$ cat src/rtl/core/sbrm_pkg.sv
// Shared constants, register codes and types for the sensor bar run midpoint block.
// No dependencies.

package sbrm_pkg;

  localparam int MAX_SENSORS = 16;
  localparam int MAX_RESULTS = 8;
  localparam int QUEUE_DEPTH = 2;

  localparam int WORD_W     = 16;
  localparam int CNT_W      = 5;
  localparam int COORD_W    = 16;
  localparam int CFG_DATA_W = 16;
  localparam int CFG_IDX_W  = 2;
  localparam int HALF_W     = 5;
  localparam int Y_W        = 8;

  localparam int MASK_W = MAX_SENSORS;
  localparam int IDX_W  = $clog2(MAX_SENSORS + 1);
  localparam int RES_W  = $clog2(MAX_RESULTS);

  typedef enum logic [CFG_IDX_W-1:0] {
    REG_SENSOR_COUNT = 2'd0,
    REG_ACTIVE_LEVEL = 2'd1,
    REG_X_COORD      = 2'd2,
    REG_Z_COORD      = 2'd3
  } cfg_reg_e;

  typedef struct packed {
    logic [CNT_W-1:0]          sensor_count;
    logic                      active_level;
    logic signed [COORD_W-1:0] x_coord;
    logic signed [COORD_W-1:0] z_coord;
  } cfg_t;

  typedef struct packed {
    logic full;
    logic not_empty;
  } q_status_t;

endpackage

$ cat src/rtl/core/sbrm_front.sv
// Front end: turns a raw sensor word into a mask of detected sensors.
// Depends on sbrm_pkg.

module sbrm_front (
  input  sbrm_pkg::cfg_t                  cfg_i,
  input  logic [sbrm_pkg::WORD_W-1:0]     sensor_word_i,
  output logic [sbrm_pkg::MASK_W-1:0]     mask_o,
  output logic                            has_run_o
);

  logic [sbrm_pkg::MASK_W-1:0] bits_w;
  logic [sbrm_pkg::CNT_W:0]    count_raw_w;
  logic [sbrm_pkg::CNT_W:0]    count_eff_w;

  // sensors past the word width read as zero
  for (genvar g = 0; g < sbrm_pkg::MASK_W; g++) begin : g_bits
    if (g < sbrm_pkg::WORD_W) begin : g_in
      assign bits_w[g] = sensor_word_i[g];
    end else begin : g_pad
      assign bits_w[g] = 1'b0;
    end
  end

  assign count_raw_w = {1'b0, cfg_i.sensor_count};
  assign count_eff_w = (int'(count_raw_w) > sbrm_pkg::MAX_SENSORS)
                       ? (sbrm_pkg::CNT_W + 1)'(sbrm_pkg::MAX_SENSORS) : count_raw_w;

  always_comb begin
    for (int i = 0; i < sbrm_pkg::MASK_W; i++) begin
      mask_o[i] = (i < int'(count_eff_w)) && (bits_w[i] == cfg_i.active_level);
    end
  end

  assign has_run_o = |mask_o;

endmodule

$ cat src/rtl/core/sbrm_queue.sv
// Short register queue of detection masks between front and back end.
// Depends on sbrm_pkg.

module sbrm_queue (
  input  logic                         clk_i,
  input  logic                         rst_ni,
  input  logic                         push_i,
  input  logic [sbrm_pkg::MASK_W-1:0]  push_data_i,
  input  logic                         pop_i,
  output logic [sbrm_pkg::MASK_W-1:0]  pop_data_o,
  output sbrm_pkg::q_status_t          status_o
);

  localparam int PTR_W = (sbrm_pkg::QUEUE_DEPTH > 1) ? $clog2(sbrm_pkg::QUEUE_DEPTH) : 1;
  localparam int LVL_W = $clog2(sbrm_pkg::QUEUE_DEPTH + 1);

  logic [sbrm_pkg::MASK_W-1:0] mem_q [sbrm_pkg::QUEUE_DEPTH];
  logic [PTR_W-1:0] wr_ptr_q, wr_ptr_d;
  logic [PTR_W-1:0] rd_ptr_q, rd_ptr_d;
  logic [LVL_W-1:0] level_q, level_d;
  logic             do_push, do_pop;

  function automatic logic [PTR_W-1:0] ptr_next(input logic [PTR_W-1:0] p);
    if (p == PTR_W'(sbrm_pkg::QUEUE_DEPTH - 1)) begin
      return '0;
    end
    return p + PTR_W'(1);
  endfunction

  assign status_o.full      = (level_q == LVL_W'(sbrm_pkg::QUEUE_DEPTH));
  assign status_o.not_empty = (level_q != '0);
  assign do_push = push_i && !status_o.full;
  assign do_pop  = pop_i && status_o.not_empty;
  assign pop_data_o = mem_q[rd_ptr_q];

  always_comb begin
    wr_ptr_d = do_push ? ptr_next(wr_ptr_q) : wr_ptr_q;
    rd_ptr_d = do_pop  ? ptr_next(rd_ptr_q) : rd_ptr_q;
    level_d  = level_q;
    if (do_push && !do_pop) begin
      level_d = level_q + LVL_W'(1);
    end else if (do_pop && !do_push) begin
      level_d = level_q - LVL_W'(1);
    end
  end

  always_ff @(posedge clk_i or negedge rst_ni) begin
    if (!rst_ni) begin
      wr_ptr_q <= '0;
      rd_ptr_q <= '0;
      level_q  <= '0;
    end else begin
      wr_ptr_q <= wr_ptr_d;
      rd_ptr_q <= rd_ptr_d;
      level_q  <= level_d;
    end
  end

  always_ff @(posedge clk_i) begin
    if (do_push) begin
      mem_q[wr_ptr_q] <= push_data_i;
    end
  end

endmodule

$ cat src/rtl/core/sbrm_back.sv
// Back end: walks a detection mask one run per cycle unless the output stalls,
// and registers each result. Depends on sbrm_pkg.

module sbrm_back (
  input  logic                                clk_i,
  input  logic                                rst_ni,
  input  sbrm_pkg::cfg_t                      cfg_i,
  input  logic                                q_valid_i,
  input  logic [sbrm_pkg::MASK_W-1:0]         q_data_i,
  output logic                                pop_o,
  output logic                                out_valid_o,
  input  logic                                out_ready_i,
  output logic [sbrm_pkg::HALF_W-1:0]         midpoint_half_o,
  output logic signed [sbrm_pkg::Y_W-1:0]     y_position_o,
  output logic signed [sbrm_pkg::COORD_W-1:0] x_out_o,
  output logic signed [sbrm_pkg::COORD_W-1:0] z_out_o,
  output logic                                last_run_o
);

  localparam int EXT_W = sbrm_pkg::MASK_W + 1;
  localparam int HW    = sbrm_pkg::IDX_W + 1;
  localparam int YF_W  = HW + 4;

  logic                        busy_q, busy_d;
  logic [sbrm_pkg::MASK_W-1:0] mask_q, mask_d;
  logic [sbrm_pkg::RES_W-1:0]  cnt_q, cnt_d;
  logic                        out_valid_q, out_valid_d;

  logic [sbrm_pkg::HALF_W-1:0]         midpoint_half_q;
  logic signed [sbrm_pkg::Y_W-1:0]     y_position_q;
  logic signed [sbrm_pkg::COORD_W-1:0] x_out_q, z_out_q;
  logic                                last_run_q;

  logic [EXT_W-1:0]             ext_w, lowbit_w, sum_w;
  logic [sbrm_pkg::MASK_W-1:0]  rem_w;
  logic [sbrm_pkg::IDX_W-1:0]   first_w, end_w;
  logic [HW-1:0]                half_w;
  logic signed [YF_W-1:0]       y_full_w;
  logic [sbrm_pkg::HALF_W-1:0]  mid_sat_w;
  logic signed [sbrm_pkg::Y_W-1:0] y_sat_w;
  logic                         adv_w, last_w;

  // index of lowest set bit
  function automatic logic [sbrm_pkg::IDX_W-1:0] low_index(input logic [EXT_W-1:0] v);
    logic [sbrm_pkg::IDX_W-1:0] r;
    r = '0;
    for (int i = EXT_W - 1; i >= 0; i--) begin
      if (v[i]) begin
        r = sbrm_pkg::IDX_W'(i);
      end
    end
    return r;
  endfunction

  // adding the lowest set bit ripples through the lowest run and lands just above it
  assign ext_w    = {1'b0, mask_q};
  assign lowbit_w = ext_w & (~ext_w + EXT_W'(1));
  assign sum_w    = ext_w + lowbit_w;
  assign rem_w    = ext_w[sbrm_pkg::MASK_W-1:0] & sum_w[sbrm_pkg::MASK_W-1:0];
  assign first_w  = low_index(ext_w);
  assign end_w    = low_index(sum_w);
  assign half_w   = HW'(first_w) + HW'(end_w) - HW'(1);

  assign y_full_w = $signed((YF_W'(half_w) << 2) + YF_W'(half_w)) - $signed(YF_W'(75));

  always_comb begin
    if (int'(half_w) > (2 ** sbrm_pkg::HALF_W) - 1) begin
      mid_sat_w = '1;
    end else begin
      mid_sat_w = sbrm_pkg::HALF_W'(half_w);
    end
    if (y_full_w > $signed(YF_W'(127))) begin
      y_sat_w = sbrm_pkg::Y_W'(127);
    end else if (y_full_w < -$signed(YF_W'(128))) begin
      y_sat_w = -sbrm_pkg::Y_W'(128);
    end else begin
      y_sat_w = sbrm_pkg::Y_W'(y_full_w);
    end
  end

  assign adv_w  = busy_q && (!out_valid_q || out_ready_i);
  assign last_w = (rem_w == '0) || (cnt_q == sbrm_pkg::RES_W'(sbrm_pkg::MAX_RESULTS - 1));
  assign pop_o  = q_valid_i && (!busy_q || (adv_w && last_w));

  always_comb begin
    busy_d      = busy_q;
    mask_d      = mask_q;
    cnt_d       = cnt_q;
    out_valid_d = out_valid_q;
    if (adv_w) begin
      out_valid_d = 1'b1;
    end else if (out_ready_i) begin
      out_valid_d = 1'b0;
    end
    if (pop_o) begin
      busy_d = 1'b1;
      mask_d = q_data_i;
      cnt_d  = '0;
    end else if (adv_w) begin
      busy_d = !last_w;
      mask_d = rem_w;
      cnt_d  = cnt_q + sbrm_pkg::RES_W'(1);
    end
  end

  always_ff @(posedge clk_i or negedge rst_ni) begin
    if (!rst_ni) begin
      busy_q      <= 1'b0;
      mask_q      <= '0;
      cnt_q       <= '0;
      out_valid_q <= 1'b0;
    end else begin
      busy_q      <= busy_d;
      mask_q      <= mask_d;
      cnt_q       <= cnt_d;
      out_valid_q <= out_valid_d;
    end
  end

  always_ff @(posedge clk_i) begin
    if (adv_w) begin
      midpoint_half_q <= mid_sat_w;
      y_position_q    <= y_sat_w;
      x_out_q         <= cfg_i.x_coord;
      z_out_q         <= cfg_i.z_coord;
      last_run_q      <= last_w;
    end
  end

  assign out_valid_o     = out_valid_q;
  assign midpoint_half_o = midpoint_half_q;
  assign y_position_o    = y_position_q;
  assign x_out_o         = x_out_q;
  assign z_out_o         = z_out_q;
  assign last_run_o      = last_run_q;

  a_busy_has_run: assert property (@(posedge clk_i) disable iff (!rst_ni)
    busy_q |-> (mask_q != '0))
    else $error("busy with an empty mask");

  a_y_matches_mid: assert property (@(posedge clk_i) disable iff (!rst_ni)
    out_valid_q |-> ((sbrm_pkg::MAX_SENSORS > 16) ||
                     (int'(y_position_q) == 5 * int'(midpoint_half_q) - 75)))
    else $error("y position does not follow midpoint");

  a_walk_continues: assert property (@(posedge clk_i) disable iff (!rst_ni)
    (adv_w && !last_w) |=> (busy_q && (cnt_q == $past(cnt_q) + sbrm_pkg::RES_W'(1))))
    else $error("run walk stopped early");

  a_last_clears_busy: assert property (@(posedge clk_i) disable iff (!rst_ni)
    (adv_w && last_w && !q_valid_i) |=> !busy_q)
    else $error("busy after last run");

endmodule

$ cat src/rtl/core/sensor_bar_run_midpoints.sv
// Top level of the sensor bar run midpoint block: config registers, front end,
// mask queue and run walker. Depends on sbrm_pkg, sbrm_front, sbrm_queue, sbrm_back.
//
//   port group     handshake              payload
//   -------------  ---------------------  ----------------------------------------------
//   config write   cfg_we_i               cfg_idx_i, cfg_data_i
//   sensor in      in_valid_i/in_ready_o  sensor_word_i
//   result out     out_valid_o/out_ready_i midpoint_half_o, y_position_o, x_out_o,
//                                         z_out_o, last_run_o
//
// A word is taken whenever the two-entry mask queue has room.
// The run walker emits one result per cycle while it may advance, so a word with k runs
// (k up to 8) gives k results in turn; words without any run cost nothing there.
// Results sit in an output register; the walker keeps going while it is empty
// or being taken, and the queue keeps accepting words while the output stalls, until it is full.
// Reset clears config to its defaults (16 sensors, active low, x = z = 0) and
// empties queue and walker; there is no clearing pass.

module sensor_bar_run_midpoints (
  input  logic                                clk_i,
  input  logic                                rst_ni,
  input  logic                                cfg_we_i,
  input  logic [sbrm_pkg::CFG_IDX_W-1:0]      cfg_idx_i,
  input  logic [sbrm_pkg::CFG_DATA_W-1:0]     cfg_data_i,
  input  logic                                in_valid_i,
  output logic                                in_ready_o,
  input  logic [sbrm_pkg::WORD_W-1:0]         sensor_word_i,
  output logic                                out_valid_o,
  input  logic                                out_ready_i,
  output logic [sbrm_pkg::HALF_W-1:0]         midpoint_half_o,
  output logic signed [sbrm_pkg::Y_W-1:0]     y_position_o,
  output logic signed [sbrm_pkg::COORD_W-1:0] x_out_o,
  output logic signed [sbrm_pkg::COORD_W-1:0] z_out_o,
  output logic                                last_run_o
);

  sbrm_pkg::cfg_t              cfg_q, cfg_d;
  sbrm_pkg::q_status_t         q_status;
  logic [sbrm_pkg::MASK_W-1:0] front_mask;
  logic [sbrm_pkg::MASK_W-1:0] q_head;
  logic                        front_has_run;
  logic                        push;
  logic                        pop;

  // Config registers; every index of the port names a register.
  always_comb begin
    cfg_d = cfg_q;
    if (cfg_we_i) begin
      unique case (sbrm_pkg::cfg_reg_e'(cfg_idx_i))
        sbrm_pkg::REG_SENSOR_COUNT: cfg_d.sensor_count = cfg_data_i[sbrm_pkg::CNT_W-1:0];
        sbrm_pkg::REG_ACTIVE_LEVEL: cfg_d.active_level = cfg_data_i[0];
        sbrm_pkg::REG_X_COORD:      cfg_d.x_coord      = $signed(cfg_data_i[sbrm_pkg::COORD_W-1:0]);
        sbrm_pkg::REG_Z_COORD:      cfg_d.z_coord      = $signed(cfg_data_i[sbrm_pkg::COORD_W-1:0]);
        default:                    cfg_d = cfg_q;
      endcase
    end
  end

  always_ff @(posedge clk_i or negedge rst_ni) begin
    if (!rst_ni) begin
      cfg_q.sensor_count <= sbrm_pkg::CNT_W'(16);
      cfg_q.active_level <= 1'b0;
      cfg_q.x_coord      <= '0;
      cfg_q.z_coord      <= '0;
    end else begin
      cfg_q <= cfg_d;
    end
  end

  // Front end classifies the word; an item with no run never enters the queue.
  sbrm_front u_front (
    .cfg_i         (cfg_q),
    .sensor_word_i (sensor_word_i),
    .mask_o        (front_mask),
    .has_run_o     (front_has_run)
  );

  assign in_ready_o = !q_status.full;
  assign push       = in_valid_i && in_ready_o && front_has_run;

  sbrm_queue u_queue (
    .clk_i       (clk_i),
    .rst_ni      (rst_ni),
    .push_i      (push),
    .push_data_i (front_mask),
    .pop_i       (pop),
    .pop_data_o  (q_head),
    .status_o    (q_status)
  );

  // Back end walks runs low to high and owns the output register.
  sbrm_back u_back (
    .clk_i           (clk_i),
    .rst_ni          (rst_ni),
    .cfg_i           (cfg_q),
    .q_valid_i       (q_status.not_empty),
    .q_data_i        (q_head),
    .pop_o           (pop),
    .out_valid_o     (out_valid_o),
    .out_ready_i     (out_ready_i),
    .midpoint_half_o (midpoint_half_o),
    .y_position_o    (y_position_o),
    .x_out_o         (x_out_o),
    .z_out_o         (z_out_o),
    .last_run_o      (last_run_o)
  );

endmodule

$ cat config.mk
export PLATFORM = sky130hd
export DESIGN_NAME = sensor_bar_run_midpoints
export DESIGN_NICKNAME = d
export VERILOG_FILES = /design/src/rtl/core/sbrm_pkg.sv /design/src/rtl/core/sbrm_front.sv /design/src/rtl/core/sbrm_queue.sv /design/src/rtl/core/sbrm_back.sv /design/src/rtl/core/sensor_bar_run_midpoints.sv
export SDC_FILE = /design/constraint.sdc
export NUM_CORES = 1
export LEC_CHECK = 0
export ABC_CLOCK_PERIOD_IN_PS = 10000
export BUFFER_PORTS_ARGS = -buffer_cell sky130_fd_sc_hd__buf_2
export CAP_MARGIN = 15
export CORE_MARGIN = 2
export CORE_UTILIZATION = 25
export CTS_BUF_LIST = sky130_fd_sc_hd__clkbuf_4 sky130_fd_sc_hd__clkbuf_8
export CTS_CLUSTER_SIZE = 20
export DETAILED_ROUTE_END_ITERATION = 12
export SYNTH_ARGS = -nofsm -noshare
export SYNTH_HDL_FRONTEND = slang
export SYNTH_HIERARCHICAL = 1
export SYNTH_SLANG_ARGS = --single-unit
$ cat constraint.sdc
create_clock -name clk_i -period 10 [get_ports clk_i]
set_clock_uncertainty 0.1 [all_clocks]
set_input_delay 3 -clock clk_i [delete_from_list [all_inputs] [get_ports clk_i]]
set_output_delay 3 -clock clk_i [all_outputs]
set_load 0.02 [all_outputs]
==> metrics.txt <==
io pins=87; number of buffers inserted during clock tree synthesis=17; part of the Yosys area used for sequential elements=0.526; post-synthesis area per instance=11.9 um^2; first element of the critical path=u_back/mask_q[3]; area of all sequential standard cells=3920 um^2; clock sink total=141; Die Span X=177 um; remaining routing DRC violations=0; run status=finished, final reports clean; global-route wire length before repair=26,600 um; Port-buffer cells=86; prevailing post-synth register cell=sky130_fd_sc_hd__edfxtp_1; max-cap violations=0; number of pins exceeding their max-slew limit in the final report=0; Clock Tree Root=sky130_fd_sc_hd__clkbuf_8; CTS tree=done; layout cell share with drive strength beyond 1=0.301; worst hold-check path type=reg -> reg; Die Y-Extent=177 um; endpoint of the lowest-slack register-to-register path=u_back/y_position_o[4]; number of register bits inferred by synthesis=141; Synth cell types=84; most repeated library cell on the critical path=sky130_fd_sc_hd__ha_1; Final nets=768; fillers=3,078; buffer depth of the longest clock path=2; crit start category=flop; via count=5,112; total routed wire length on the met1 layer=7300 um; Yosys top cell area share=0.314; Post-DRT Antenna Nets=0; launching point of the worst reg2reg path=u_back/mask_q[3]; CORE AREA=29,500 um^2; worst-path cell chain=or4_4 > nor2_1 > a21o_2 > o221ai_2 > a211o_1 > nand2_1 > o21ai_0 > a31oi_1 > o211ai_1 > ha_1 > inv_1 > ha_1 > fa_1 > xor2_1 > ha_1 > ha_1 > a21o_1 > a21oi_1 > xnor2_1 > nand3_1 > a21oi_1 > nor2_1 > o21a_2 > or2_1; top routing layer in use=met4; final-layout setup total negative slack=0 ns; first drt pass iteration count=5; number of synthesized flops with an enable pin=78; final critical delay including setup and external delays=6.44 ns; Worst-Margin Slew=0.968 ns; routed wire length on met3=1090 um; endpoint arrival time on the critical path=6.52 ns; clk_lat worst skew=0.43 ns; post-detail-place hpwl=11,700 um; number of buffers added for setup after CTS=0; count of instances resized after the clock tree is built=0; routed wire length on met2=7480 um; setup repair after global routing missed its margin=false; relative max-transition margin=0.355; total number of H-tree levels=4; master of the slowest instance on the critical path=sky130_fd_sc_hd__or4_4; initial antenna violation count=0; routed via count divided by cell count=4.60; die footprint=31,200 um^2; Cell Area, Synth=7450 um^2; total routed wirelength=16,000 um; final clock period utilization by the worst path=0.644; share of flip-flops with an asynchronous set or reset after synthesis=0.447; aggregate global-route resource usage=0.107; average wire per standard cell=14.4 um; pin count of the biggest net entering global routing=64; routability-driven placement congestion ratio=0.877; final hold vios=0; critical path capture point=u_back/y_position_o[4]; category of the critical setup timing path=reg -> reg; number of DRC violations after detailed-routing iteration 0=329; hold-fix buffers at CTS=0; worst-case register-to-register setup slack=3.56 ns; antenna diode count=0; Setup violations, final=0; initial core utilization=0.253; Slowest Stage Delay on Critical Path=0.63 ns; register clock-pin slew on the reported worst setup and hold paths=0.08 ns; most instantiated cells after synthesis=78 x sky130_fd_sc_hd__edfxtp_1, 62 x sky130_fd_sc_hd__dfrtp_1, 45 x sky130_fd_sc_hd__nor2_1, 42 x sky130_fd_sc_hd__nand2_1, 35 x sky130_fd_sc_hd__mux2_2; kind of end point of the critical path=flop; logic depth of the worst register-to-register path=24; total nets after synthesis=687; multi-input logic area=3240 um^2; Worst Path Required=10.08 ns; library cell with the largest summed area after synthesis=sky130_fd_sc_hd__edfxtp_1; crit path max fanout=10; synth top area cells=sky130_fd_sc_hd__edfxtp_1 31%, sky130_fd_sc_hd__dfrtp_1 21%, sky130_fd_sc_hd__mux2_2 5.3%; Area Growth Syn to Fin=15.9%; vias in the first global route=5,026; maximum operating frequency=155 MHz; row cnt=63; residual overflow from global routing=0; most used standard cell by instance count after synthesis=sky130_fd_sc_hd__edfxtp_1; Yosys warning count=6; Post-Syn Instances=627
## through the flow
step | cell area [um^2] | util | setup slack [ns] | std cells | hold WS, ns
2_1_floorplan | 7450 | - | 4.17 | 627 | 0.319
3_3_place_gp | 8210 | 0.278 | 3.79 | 1079 | 0.326
3_5_place_dp | 8210 | 0.278 | 3.67 | 1079 | 0.329
4_1_cts | 8640 | 0.293 | 3.62 | 1111 | 0.345
5_1_grt | 8640 | 0.293 | 3.14 | 1111 | 0.360
6_report | 8640 | 0.293 | 3.56 | 1111 | 0.349
## metal layers
metal	vias to the layer above	track usage
li1	2471	-
met4	0	0.0313
met2	176	0.171
met1	2455	0.138
met3	10	0.0354
met5	-	0
## area by class of cell
cell class,instances,area share
flip-flops and latches,141,0.454
well taps,390,0.0565
clock buffers,24,0.0346
multi-input cells,432,0.376
clock inverters,8,0.0154
inverters,27,0.0117
repair buffers,89,0.0524
## how the worst min path moves through the flow
stage,startpoint,cells after the start,slack (ns),end
6_report,cfg_q[22],0,0.35,u_back/x_out_o[6]
2_1_floorplan,cfg_q[16],0,0.32,u_back/x_out_o[0]
3_5_place_dp,cfg_q[29],0,0.33,u_back/x_out_o[13]
3_3_place_gp,cfg_q[23],0,0.33,u_back/x_out_o[7]
5_1_grt,cfg_q[19],0,0.36,u_back/x_out_o[3]
4_1_cts,cfg_q[19],0,0.35,u_back/x_out_o[3]
## flip-flops by register name (all words and copies together) (netlist names), 2 cells and up
signal / flops
cfg_q: 38
u_back/cnt_q: 3
u_back/mask_q: 16
u_back/midpoint_half_o: 5
u_back/x_out_o: 16
u_back/y_position_o: 8
u_back/z_out_o: 16
u_queue/level_q: 2
u_queue/mem_q: 32
## cells by family after synthesis
family / Yosys count / share of synthesized area
buffers and inverters: 54 / 0.0385
xor gates and xnor gates: 28 / 0.0339
adders and majority gates: 21 / 0.0363
muxes: 57 / 0.0955
AOI/OAI and AO/OA: 152 / 0.142
and+or+nand+nor: 174 / 0.128
DFF: 141 / 0.526
## placed cells by master, fill, tap and decap left out, types with 4 or more instances in the layout
| master | netlist | routed |
|---|---|---|
| sky130_fd_sc_hd__mux2_2 | 35 | 35 |
| sky130_fd_sc_hd__a31oi_1 | 4 | 4 |
| sky130_fd_sc_hd__buf_2 | 6 | 86 |
| sky130_fd_sc_hd__mux2_4 | 19 | 19 |
| sky130_fd_sc_hd__a21oi_1 | 32 | 32 |
| sky130_fd_sc_hd__xor2_1 | 17 | 17 |
| sky130_fd_sc_hd__nor3_1 | 11 | 11 |
| sky130_fd_sc_hd__ha_1 | 20 | 20 |
| sky130_fd_sc_hd__o21ai_0 | 31 | 31 |
| sky130_fd_sc_hd__nand4_1 | 6 | 6 |
| sky130_fd_sc_hd__dfrtp_1 | 62 | 62 |
| sky130_fd_sc_hd__o31ai_1 | 4 | 4 |
| sky130_fd_sc_hd__inv_1 | 24 | 24 |
| sky130_fd_sc_hd__and3_1 | 5 | 5 |
| sky130_fd_sc_hd__nand3_1 | 6 | 6 |
| sky130_fd_sc_hd__clkbuf_8 | 0 | 19 |
| sky130_fd_sc_hd__nand2_1 | 42 | 42 |
| sky130_fd_sc_hd__nand2b_1 | 9 | 9 |
| sky130_fd_sc_hd__o21bai_1 | 4 | 4 |
| sky130_fd_sc_hd__a21o_1 | 13 | 13 |
| sky130_fd_sc_hd__or2_2 | 12 | 12 |
| sky130_fd_sc_hd__o21a_1 | 7 | 7 |
| sky130_fd_sc_hd__o22ai_1 | 13 | 13 |
| sky130_fd_sc_hd__nor2_1 | 45 | 45 |
| sky130_fd_sc_hd__or3_1 | 5 | 5 |
| sky130_fd_sc_hd__edfxtp_1 | 78 | 78 |
| sky130_fd_sc_hd__nor2b_1 | 7 | 7 |
| sky130_fd_sc_hd__xnor2_1 | 10 | 10 |
| sky130_fd_sc_hd__clkbuf_4 | 0 | 5 |
## worst max-delay path: cells and delay by family (launching register included)
family,cells,cell delay [ns]
compound gates,10,2.03
fa+ha+maj,5,1.55
simple gates,6,1.45
flops,1,0.51
xor+xnor,2,0.51
buf+inv,1,0.04
Power is not shown: default switching activity piles up to over one toggle a cycle in this logic, so the estimate is an artifact.
